`src/sv/ner_pkg.sv`:
```
// Shared types and fixed field widths of the note event recorder and player.
package ner_pkg;

    localparam int NOTE_W  = 3;
    localparam int COUNT_W = 7;

    typedef struct packed {
        logic [NOTE_W-1:0]  voice_notes;
        logic               recording_active;
        logic               playback_active;
        logic [COUNT_W-1:0] stored_events;
        logic               event_dropped;
    } t_result;

endpackage

```
`src/sv/ner_if.sv`:
```
// Valid/ready channel interfaces for tick requests and result requests.
interface ner_in_if;
    logic                       valid;
    logic                       ready;
    logic [ner_pkg::NOTE_W-1:0] note_bits;
    logic                       record_button;
    logic                       play_button;

    modport source (output valid, note_bits, record_button, play_button, input ready);
    modport sink   (input valid, note_bits, record_button, play_button, output ready);
endinterface

interface ner_out_if;
    logic                        valid;
    logic                        ready;
    logic [ner_pkg::NOTE_W-1:0]  voice_notes;
    logic                        recording_active;
    logic                        playback_active;
    logic [ner_pkg::COUNT_W-1:0] stored_events;
    logic                        event_dropped;

    modport source (output valid, voice_notes, recording_active, playback_active,
                    stored_events, event_dropped, input ready);
    modport sink   (input valid, voice_notes, recording_active, playback_active,
                    stored_events, event_dropped, output ready);
endinterface

```
`src/sv/ner_ram.sv`:
```
// Generic simple dual-port RAM, one write and one registered read port.
module ner_ram #(
    parameter int WIDTH = 8,
    parameter int DEPTH = 64
) (
    input  logic                     i_clk,
    input  logic                     i_we,
    input  logic [$clog2(DEPTH)-1:0] i_waddr,
    input  logic [WIDTH-1:0]         i_wdata,
    input  logic [$clog2(DEPTH)-1:0] i_raddr,
    output logic [WIDTH-1:0]         o_rdata
);

    logic [WIDTH-1:0] r_mem [DEPTH];
    logic [WIDTH-1:0] r_rdata;

    // read-first: a read of the address being written returns the old word
    always_ff @(posedge i_clk) begin
        if (i_we) begin
            r_mem[i_waddr] <= i_wdata;
        end
        r_rdata <= r_mem[i_raddr];
    end

    assign o_rdata = r_rdata;

endmodule

```
`src/sv/ner_skid.sv`:
```
// Two-entry output buffer that decouples result requests from tick acceptance.
module ner_skid (
    input  logic             i_clk,
    input  logic             i_rst_n,
    input  logic             i_valid,
    output logic             o_ready,
    input  ner_pkg::t_result i_data,
    ner_out_if.source        o_out
);

    logic             r_out_vld;
    logic             r_skid_vld;
    ner_pkg::t_result r_out;
    ner_pkg::t_result r_skid;
    logic             w_take;
    logic             w_push;

    assign w_take  = r_out_vld && o_out.ready;
    assign w_push  = i_valid && !r_skid_vld;
    assign o_ready = !r_skid_vld;

    always_ff @(posedge i_clk) begin
        if (!i_rst_n) begin
            r_out_vld  <= 1'b0;
            r_skid_vld <= 1'b0;
        end else if (r_skid_vld) begin
            if (w_take) begin
                r_out      <= r_skid;
                r_skid_vld <= 1'b0;
            end
        end else if (w_push) begin
            if (!r_out_vld || w_take) begin
                r_out     <= i_data;
                r_out_vld <= 1'b1;
            end else begin
                r_skid     <= i_data;
                r_skid_vld <= 1'b1;
            end
        end else if (w_take) begin
            r_out_vld <= 1'b0;
        end
    end

    assign o_out.valid            = r_out_vld;
    assign o_out.voice_notes      = r_out.voice_notes;
    assign o_out.recording_active = r_out.recording_active;
    assign o_out.playback_active  = r_out.playback_active;
    assign o_out.stored_events    = r_out.stored_events;
    assign o_out.event_dropped    = r_out.event_dropped;

endmodule

```
`src/sv/note_event_recorder_player.sv`:
```
// Top level of the note event recorder and player.
//
//  channel  dir  request carries
//  -------  ---  ---------------------------------------------------------------
//  i_in     in   one tick: note_bits, record_button, play_button
//  o_out    out  one result per tick: voice_notes, recording_active,
//                playback_active, stored_events, event_dropped
//
// Each tick request is handled in the cycle it is accepted; a new tick can be
// taken every cycle. Its result enters a two-entry output buffer, so ticks keep
// flowing while one result waits; i_in.ready drops only when both entries hold.
// Reset (synchronous, active low) clears all control state; the event store
// has no reset and needs no clearing pass: playback only reads entries written
// since the last record press. The playback loop reads the store through two
// registered-read RAMs, addressed from the next-state position.
module note_event_recorder_player #(
    parameter int DEPTH     = 64,
    parameter int TIME_BITS = 32
) (
    input  logic      i_clk,
    input  logic      i_rst_n,
    ner_in_if.sink    i_in,
    ner_out_if.source o_out
);

    localparam int IW = $clog2(DEPTH);       // store index
    localparam int CW = $clog2(DEPTH + 1);   // entry count 0..DEPTH
    localparam int XW = IW + 2;              // holds position + 2
    localparam logic [TIME_BITS-1:0] TIME_MAX = {TIME_BITS{1'b1}};
    localparam logic [CW-1:0]        FULL     = CW'(DEPTH);

    // recording state
    logic [CW-1:0]              r_total,   n_total;
    logic                       r_rec,     n_rec;
    logic [ner_pkg::NOTE_W-1:0] r_last,    n_last;
    logic [TIME_BITS-1:0]       r_ticks,   n_ticks;

    // playback state
    logic                       r_play,    n_play;
    logic [IW-1:0]              r_pos,     n_pos;
    logic [ner_pkg::NOTE_W-1:0] r_ppat,    n_ppat;
    logic [TIME_BITS-1:0]       r_wait,    n_wait;
    logic [TIME_BITS-1:0]       r_elapsed, n_elapsed;

    // copies of entry 0 pattern and entry 1 delta, used by a play press
    logic [ner_pkg::NOTE_W-1:0] r_e0_pat;
    logic [TIME_BITS-1:0]       r_e1_dly;

    // last store write, registered to cover the read-first RAM
    logic                       r_wr_vld;
    logic [IW-1:0]              r_wr_addr;
    logic [ner_pkg::NOTE_W-1:0] r_wr_pat;
    logic [TIME_BITS-1:0]       r_wr_dly;

    logic                       w_tick;
    logic                       w_rdy;
    logic                       w_do_write;
    logic                       w_dropped;
    logic [IW-1:0]              w_wr_addr;
    logic [TIME_BITS-1:0]       w_wr_dly;
    logic [XW-1:0]              w_next1;
    logic [XW-1:0]              w_next2;
    logic [ner_pkg::NOTE_W-1:0] w_pat1;
    logic [TIME_BITS-1:0]       w_dly2;
    logic [ner_pkg::NOTE_W-1:0] w_e0_pat;
    logic [TIME_BITS-1:0]       w_e1_dly;
    logic [TIME_BITS-1:0]       w_el;
    logic [ner_pkg::NOTE_W-1:0] w_ram_pat;
    logic [TIME_BITS-1:0]       w_ram_dly;
    logic [XW-1:0]              w_rd1;
    logic [XW-1:0]              w_rd2;
    ner_pkg::t_result           w_res;

    assign w_tick    = i_in.valid && w_rdy;
    assign i_in.ready = w_rdy;

    always_comb begin
        n_total    = r_total;
        n_rec      = r_rec;
        n_last     = r_last;
        n_ticks    = r_ticks;
        n_play     = r_play;
        n_pos      = r_pos;
        n_ppat     = r_ppat;
        n_wait     = r_wait;
        n_elapsed  = r_elapsed;
        w_do_write = 1'b0;
        w_dropped  = 1'b0;
        w_wr_addr  = r_total[IW-1:0];
        w_wr_dly   = r_ticks;
        w_next1    = XW'(r_pos) + XW'(1);
        w_next2    = XW'(r_pos) + XW'(2);
        w_el       = (r_elapsed == TIME_MAX) ? TIME_MAX : r_elapsed + TIME_BITS'(1);

        if (w_tick) begin
            // record control: a press empties the store and restarts the count
            n_rec = i_in.record_button;
            if (i_in.record_button && !r_rec) begin
                n_total = '0;
                n_last  = '0;
                n_ticks = '0;
            end else if (i_in.record_button) begin
                n_ticks = (r_ticks == TIME_MAX) ? TIME_MAX : r_ticks + TIME_BITS'(1);
            end

            // change detection; a full store drops the entry but keeps timing
            if (i_in.record_button && (i_in.note_bits != n_last)) begin
                if (n_total < FULL) begin
                    w_do_write = 1'b1;
                    w_wr_addr  = n_total[IW-1:0];
                    w_wr_dly   = n_ticks;
                    n_total    = n_total + CW'(1);
                end else begin
                    w_dropped = 1'b1;
                end
                n_ticks = '0;
                n_last  = i_in.note_bits;
            end
        end

        // entry views that include this tick's write and the previous one
        w_e0_pat = (w_do_write && w_wr_addr == '0) ? i_in.note_bits : r_e0_pat;
        w_e1_dly = (w_do_write && w_wr_addr == IW'(1)) ? w_wr_dly : r_e1_dly;
        if (w_do_write && w_wr_addr == w_next1[IW-1:0]) begin
            w_pat1 = i_in.note_bits;
        end else if (r_wr_vld && r_wr_addr == w_next1[IW-1:0]) begin
            w_pat1 = r_wr_pat;
        end else begin
            w_pat1 = w_ram_pat;
        end
        if (w_do_write && w_wr_addr == w_next2[IW-1:0]) begin
            w_dly2 = w_wr_dly;
        end else if (r_wr_vld && r_wr_addr == w_next2[IW-1:0]) begin
            w_dly2 = r_wr_dly;
        end else begin
            w_dly2 = w_ram_dly;
        end

        if (w_tick) begin
            if (i_in.play_button && !r_play && n_total != '0) begin
                // every entry after the first has a delta of at least one, so
                // a press never advances; a single entry stops at once
                n_pos     = '0;
                n_ppat    = w_e0_pat;
                n_elapsed = '0;
                n_play    = (n_total > CW'(1));
                n_wait    = n_play ? w_e1_dly : '0;
            end else if (!i_in.play_button) begin
                n_play = 1'b0;
            end else if (r_play) begin
                n_elapsed = w_el;
                if (w_el >= r_wait) begin
                    if (w_next1 >= XW'(n_total)) begin
                        n_play = 1'b0;
                    end else begin
                        n_pos     = w_next1[IW-1:0];
                        n_ppat    = w_pat1;
                        n_elapsed = '0;
                        n_wait    = (w_next2 < XW'(n_total)) ? w_dly2 : '0;
                    end
                end
            end
        end

        w_res.voice_notes      = n_play ? n_ppat : i_in.note_bits;
        w_res.recording_active = n_rec;
        w_res.playback_active  = n_play;
        w_res.stored_events    = ner_pkg::COUNT_W'(n_total);
        w_res.event_dropped    = w_dropped;
    end

    always_ff @(posedge i_clk) begin
        if (!i_rst_n) begin
            r_total   <= '0;
            r_rec     <= 1'b0;
            r_last    <= '0;
            r_ticks   <= '0;
            r_play    <= 1'b0;
            r_pos     <= '0;
            r_ppat    <= '0;
            r_wait    <= '0;
            r_elapsed <= '0;
            r_wr_vld  <= 1'b0;
        end else begin
            r_total   <= n_total;
            r_rec     <= n_rec;
            r_last    <= n_last;
            r_ticks   <= n_ticks;
            r_play    <= n_play;
            r_pos     <= n_pos;
            r_ppat    <= n_ppat;
            r_wait    <= n_wait;
            r_elapsed <= n_elapsed;
            r_wr_vld  <= w_do_write;
        end
    end

    // store-side shadows and write bypass: payload only
    always_ff @(posedge i_clk) begin
        r_wr_addr <= w_wr_addr;
        r_wr_pat  <= i_in.note_bits;
        r_wr_dly  <= w_wr_dly;
        if (w_do_write && w_wr_addr == '0) begin
            r_e0_pat <= i_in.note_bits;
        end
        if (w_do_write && w_wr_addr == IW'(1)) begin
            r_e1_dly <= w_wr_dly;
        end
    end

    // prefetch pattern of position+1 and delta of position+2 for next tick
    assign w_rd1 = XW'(n_pos) + XW'(1);
    assign w_rd2 = XW'(n_pos) + XW'(2);

    ner_ram #(
        .WIDTH (ner_pkg::NOTE_W),
        .DEPTH (DEPTH)
    ) u_pat_ram (
        .i_clk   (i_clk),
        .i_we    (w_do_write),
        .i_waddr (w_wr_addr),
        .i_wdata (i_in.note_bits),
        .i_raddr (w_rd1[IW-1:0]),
        .o_rdata (w_ram_pat)
    );

    ner_ram #(
        .WIDTH (TIME_BITS),
        .DEPTH (DEPTH)
    ) u_dly_ram (
        .i_clk   (i_clk),
        .i_we    (w_do_write),
        .i_waddr (w_wr_addr),
        .i_wdata (w_wr_dly),
        .i_raddr (w_rd2[IW-1:0]),
        .o_rdata (w_ram_dly)
    );

    ner_skid u_skid (
        .i_clk   (i_clk),
        .i_rst_n (i_rst_n),
        .i_valid (w_tick),
        .o_ready (w_rdy),
        .i_data  (w_res),
        .o_out   (o_out)
    );

    // playback only starts with at least two entries held
    a_play_start: assert property (@(posedge i_clk) disable iff (!i_rst_n)
        $rose(r_play) |-> (r_total > CW'(1)))
        else $error("playback started with fewer than two entries");

    // the entry just written is always the last one held
    a_write_top: assert property (@(posedge i_clk) disable iff (!i_rst_n)
        r_wr_vld |-> (r_total == CW'(r_wr_addr) + CW'(1)))
        else $error("store write not at the top of the store");

    // ticks are held back only while a result is pending at the output
    a_stall_cause: assert property (@(posedge i_clk) disable iff (!i_rst_n)
        !i_in.ready |-> o_out.valid)
        else $error("tick channel stalled with no pending result");

endmodule
```
`src/flat_wrapper.sv`:
```
// flat-port wrapper written by rule: the top's interface ports become plain ports
module note_event_recorder_player_flat 
#(
    parameter int DEPTH     = 64,
    parameter int TIME_BITS = 32
)
  (i_clk, i_rst_n, i_in_valid, i_in_note_bits, i_in_record_button, i_in_play_button, i_in_ready, o_out_valid, o_out_voice_notes, o_out_recording_active, o_out_playback_active, o_out_stored_events, o_out_event_dropped, o_out_ready);
  ner_in_if i_in_i ();
  ner_out_if o_out_i ();
  input  logic i_clk;
  input  logic i_rst_n;
  input wire logic [$bits(i_in_i.valid)-1:0] i_in_valid;
  input wire logic [$bits(i_in_i.note_bits)-1:0] i_in_note_bits;
  input wire logic [$bits(i_in_i.record_button)-1:0] i_in_record_button;
  input wire logic [$bits(i_in_i.play_button)-1:0] i_in_play_button;
  output wire logic [$bits(i_in_i.ready)-1:0] i_in_ready;
  output wire logic [$bits(o_out_i.valid)-1:0] o_out_valid;
  output wire logic [$bits(o_out_i.voice_notes)-1:0] o_out_voice_notes;
  output wire logic [$bits(o_out_i.recording_active)-1:0] o_out_recording_active;
  output wire logic [$bits(o_out_i.playback_active)-1:0] o_out_playback_active;
  output wire logic [$bits(o_out_i.stored_events)-1:0] o_out_stored_events;
  output wire logic [$bits(o_out_i.event_dropped)-1:0] o_out_event_dropped;
  input wire logic [$bits(o_out_i.ready)-1:0] o_out_ready;
  assign i_in_i.valid = i_in_valid;
  assign i_in_i.note_bits = i_in_note_bits;
  assign i_in_i.record_button = i_in_record_button;
  assign i_in_i.play_button = i_in_play_button;
  assign i_in_ready = i_in_i.ready;
  assign o_out_valid = o_out_i.valid;
  assign o_out_voice_notes = o_out_i.voice_notes;
  assign o_out_recording_active = o_out_i.recording_active;
  assign o_out_playback_active = o_out_i.playback_active;
  assign o_out_stored_events = o_out_i.stored_events;
  assign o_out_event_dropped = o_out_i.event_dropped;
  assign o_out_i.ready = o_out_ready;
  note_event_recorder_player #(.DEPTH(DEPTH), .TIME_BITS(TIME_BITS)) u_core (.i_clk(i_clk), .i_rst_n(i_rst_n), .i_in(i_in_i), .o_out(o_out_i));
endmodule
```
`config.mk`:
```
export PLATFORM = sky130hd
export DESIGN_NAME = note_event_recorder_player_flat
export DESIGN_NICKNAME = d
export VERILOG_FILES = /design/src/sv/ner_pkg.sv /design/src/sv/ner_if.sv /design/src/sv/ner_ram.sv /design/src/sv/ner_skid.sv /design/src/sv/note_event_recorder_player.sv /design/src/flat_wrapper.sv
export SDC_FILE = /design/constraint.sdc
export NUM_CORES = 2
export LEC_CHECK = 0
export BUFFER_PORTS_ARGS = -buffer_cell sky130_fd_sc_hd__buf_4
export CORE_AREA = 2 2 466 468
export DETAILED_ROUTE_END_ITERATION = 10
export DIE_AREA = 0 0 468 470
export GPL_TIMING_DRIVEN = 0
export PLACE_DENSITY = 0.65
export SLEW_MARGIN = 20
export SYNTH_ARGS = -nofsm -noshare
export SYNTH_HDL_FRONTEND = slang
export SYNTH_SLANG_ARGS = --single-unit
export TNS_END_PERCENT = 20
```
`constraint.sdc`:
```
create_clock -name i_clk -period 7.7 [get_ports i_clk]
set_input_delay 0.385 -clock i_clk [delete_from_list [all_inputs] [get_ports i_clk]]
set_output_delay 0.385 -clock i_clk [all_outputs]
set_load 0.05 [all_outputs]
```
==> out/qor.yml <==
clkTransAtPathRegs_ns: 0.06
synth-seq-cells: 2497
setup_viol: 0
final_cell_mix: "edfxtp_1, nand2_1, nand3_1"
drt_iter0_drc: 11000
hold_viol: 0
timing.final.crit_share_pct: 99.7
crit_path_end_kind: "register"
clockBufferDepth: 4
avgSynthCellArea_um2: 14.3
dp_hpwl_um: 251000
whs_path_depth: 1
tns_ns: 0
cts_root_buf: "clkbuf_16"
grt_pass1_vias: 66900
skew_ns: 0.0649
synth_edf_count: 2266
maxCapViolations: 0
clock_latency_ns: 0.97
routed_wl_um: 364000
die-area_um2: 220000
fp.dieW_um: 468
status: "finished, final reports clean"
cpMaxStageDelayCell: "o21ai_1"
syn-num-nets: 7261
core-area_um2: 216000
grt_overflow_total: 0
clock_sinks: 2497
worstMarginPinSlew_ns: 1.17
grt_pass1_wl_um: 505000
synth-async-reset-ratio_pct: 0
cts_inserted_buffers: 279
cts_tree: "built"
areaGrowthSynthToFinish_pct: 18.6
synth_ff_type: "edfxtp_1"
post-route-min-period_ns: 7.67
maxSlewHeadroom_pct: 22.0
row_count: 171
port_buffers: 23
reg2regPathDepth: 32
fmax_mhz: 130
yosysUniqueCellTypes: 85
dieHeight_um: 470
start_util_pct: 47.6
h-tree-depth: 5
avgViaCountPerCell: 6.52
dr.pass1.iters: 7
ys_seq_area_share_pct: 70.8
num_vias: 70300
io_pins: 24
wire_per_inst_um: 33.8
peakVddDrop_uv: 244
nets: 7786
rsz0062_at_grt: "yes"
drv_slew: 0
nFillCells: 16700
grt_usage_pct: 32.5
ant_nets: 0
drcViolationCount: 0
start_kind: "register"
slowest_delay_ns: 0.63
place_congestion: 0.998
final_common_cell: "edfxtp_1"
syn-cell-area_um2: 103000
power.density_nw_per_um2: 229
p_leak_nw: 39.8
antenna_found_initial: 24
synth_cells: 7199
hold_class: "input pin to register"
drive_gt1_share_pct: 17.8
worst-setup-path-type: "register to register"
final_util_pct: 56.5
grt_max_degree: 74
critPathMaxFanout: 10
crit_top_cell: "buf_12"
crit_arrival_ns: 8.44
synth_warnings: 0
crit_required_ns: 8.46
==> power breakdown <==
group | leakage, nW | switching, mW | internal [mW] | total [mW]
combinational | 14.8 | 0.467 | 0.165 | 0.632
sequential | 20.9 | 0.0214 | 14.6 | 14.7
clock | 4.09 | 5.34 | 7.23 | 12.6
==> state kept, by name (all words and copies together) (netlist names), 6 cells and up <==
name                               flops
u_core.u_skid.o_out.stored_events      7
u_core.r_total                         7
u_core.r_e1_dly                       32
u_core.r_elapsed                      32
u_core.r_ticks                        32
u_core.r_wait                         32
u_core.r_pos                           6
u_core.r_wr_addr                       6
u_core.u_dly_ram.o_rdata              32
u_core.u_pat_ram.r_mem               192
u_core.u_skid.r_skid                  13
u_core.u_dly_ram.r_mem              2048
u_core.r_wr_dly                       32
==> stage by stage <==
stage / worst slack [ns] / total power, mW / cell area [um^2] / std cells / hold slack, ns
detailed placement: -5.01 / 15.5 / 111000 / 10300 / 0.434
global placement: -5.88 / 15.5 / 106000 / 10100 / 0.421
global route: -0.0677 / 28.4 / 122000 / 10800 / 0.0472
CTS: -0.0396 / 27.9 / 121000 / 10800 / 0.0159
floorplan: 0.359 / 15.3 / 103000 / 7199 / 0.412
finish: 0.0257 / 27.9 / 122000 / 10800 / 0.0511
==> layout make-up <==
cell class	instances	area [um^2]	area share, %
sequential	2497	72700	59.7
multi-input combinational	4076	29200	24.0
clock buffer	359	7520	6.18
timing repair buffer	253	4740	3.90
tap	2854	3570	2.93
buffer	491	2590	2.13
clock inverter	114	833	0.684
inverter	126	584	0.480
antenna	11	27.5	0.0226
==> logic make-up after synthesis <==
family | Yosys count | synth area share (%)
flops | 2497 | 70.8
mux | 505 | 7.50
fa+ha+maj | 53 | 0.646
compound gates | 1138 | 7.80
xor+xnor | 73 | 0.623
buf+inv | 626 | 2.55
simple gates | 2307 | 10.1
==> path summary, 6_finish.rpt <==
kind                                           from                       endpoint  slack [ns]
worst min register to register  u_core.r_e1_dly[26]            u_core.r_e1_dly[26]        0.45
worst min-delay path              i_in_note_bits[2]  u_core.u_pat_ram.r_mem[12][2]        0.05
worst max register to register  u_core.r_elapsed[0]    u_core.u_dly_ram.o_rdata[2]        0.03
worst max-delay path            u_core.r_elapsed[0]    u_core.u_dly_ram.o_rdata[2]        0.03
==> what timing repair did <==
action                                 in CTS  in global routing
endpoints found under the hold margin      71                  0
pin swaps                                  58                 43
hold buffers                                7                  0
resized for setup                         355                122
setup buffers                              27                 19
setup endpoints to repair                  37                 35
gates cloned                                0                  2
==> synth_stat cells, types with 9 or more instances <==
| master | number | area, um^2 |
|---|---|---|
| a211oi_1 | 37 | 278 |
| a21oi_1 | 293 | 1470 |
| a22o_1 | 47 | 412 |
| a22oi_1 | 128 | 961 |
| a31oi_1 | 24 | 150 |
| a32o_1 | 59 | 591 |
| a32oi_1 | 33 | 289 |
| and2_1 | 25 | 156 |
| and3_1 | 141 | 882 |
| and4_1 | 33 | 289 |
| buf_1 | 39 | 146 |
| buf_2 | 82 | 410 |
| buf_4 | 29 | 218 |
| clkbuf_1 | 343 | 1290 |
| dfxtp_1 | 231 | 4620 |
| edfxtp_1 | 2266 | 68000 |
| ha_1 | 53 | 663 |
| inv_1 | 121 | 454 |
| mux2_2 | 111 | 1250 |
| mux2i_1 | 193 | 1930 |
| mux4_2 | 200 | 4500 |
| nand2_1 | 1194 | 4480 |
| nand2b_1 | 10 | 62.6 |
| nand3_1 | 439 | 2200 |
| nand4_1 | 57 | 357 |
| nor2_1 | 251 | 942 |
| nor2b_1 | 12 | 75.1 |
| nor3_1 | 47 | 235 |
| nor4_1 | 50 | 313 |
| nor4bb_1 | 9 | 90.1 |
| o2111ai_1 | 88 | 771 |
| o211ai_1 | 173 | 1300 |
| o21a_1 | 10 | 75.1 |
| o21ai_0 | 103 | 515 |
| o221ai_1 | 25 | 219 |
| o22ai_1 | 28 | 175 |
| o311ai_0 | 22 | 193 |
| or2_2 | 9 | 56.3 |
| or3_1 | 10 | 62.6 |
| xnor2_1 | 32 | 280 |
| xor2_1 | 41 | 359 |
==> layer usage <==
layer	wire, um	vias up	global-route usage, %
li1	-	28800	-
met1	128000	35300	41.6
met2	163000	5048	49.1
met3	47900	1122	9.74
met4	25200	18	19.1
met5	309	-	0
==> critical path: cells and delay by family (launching register included) <==
kind,cells,cell delay [ns]
buf+inv,12,2.28
flops,1,0.37
simple gates,10,2.37
fa+ha+maj,3,0.55
compound gates,7,1.89
(Power assumes the default switching activity.)
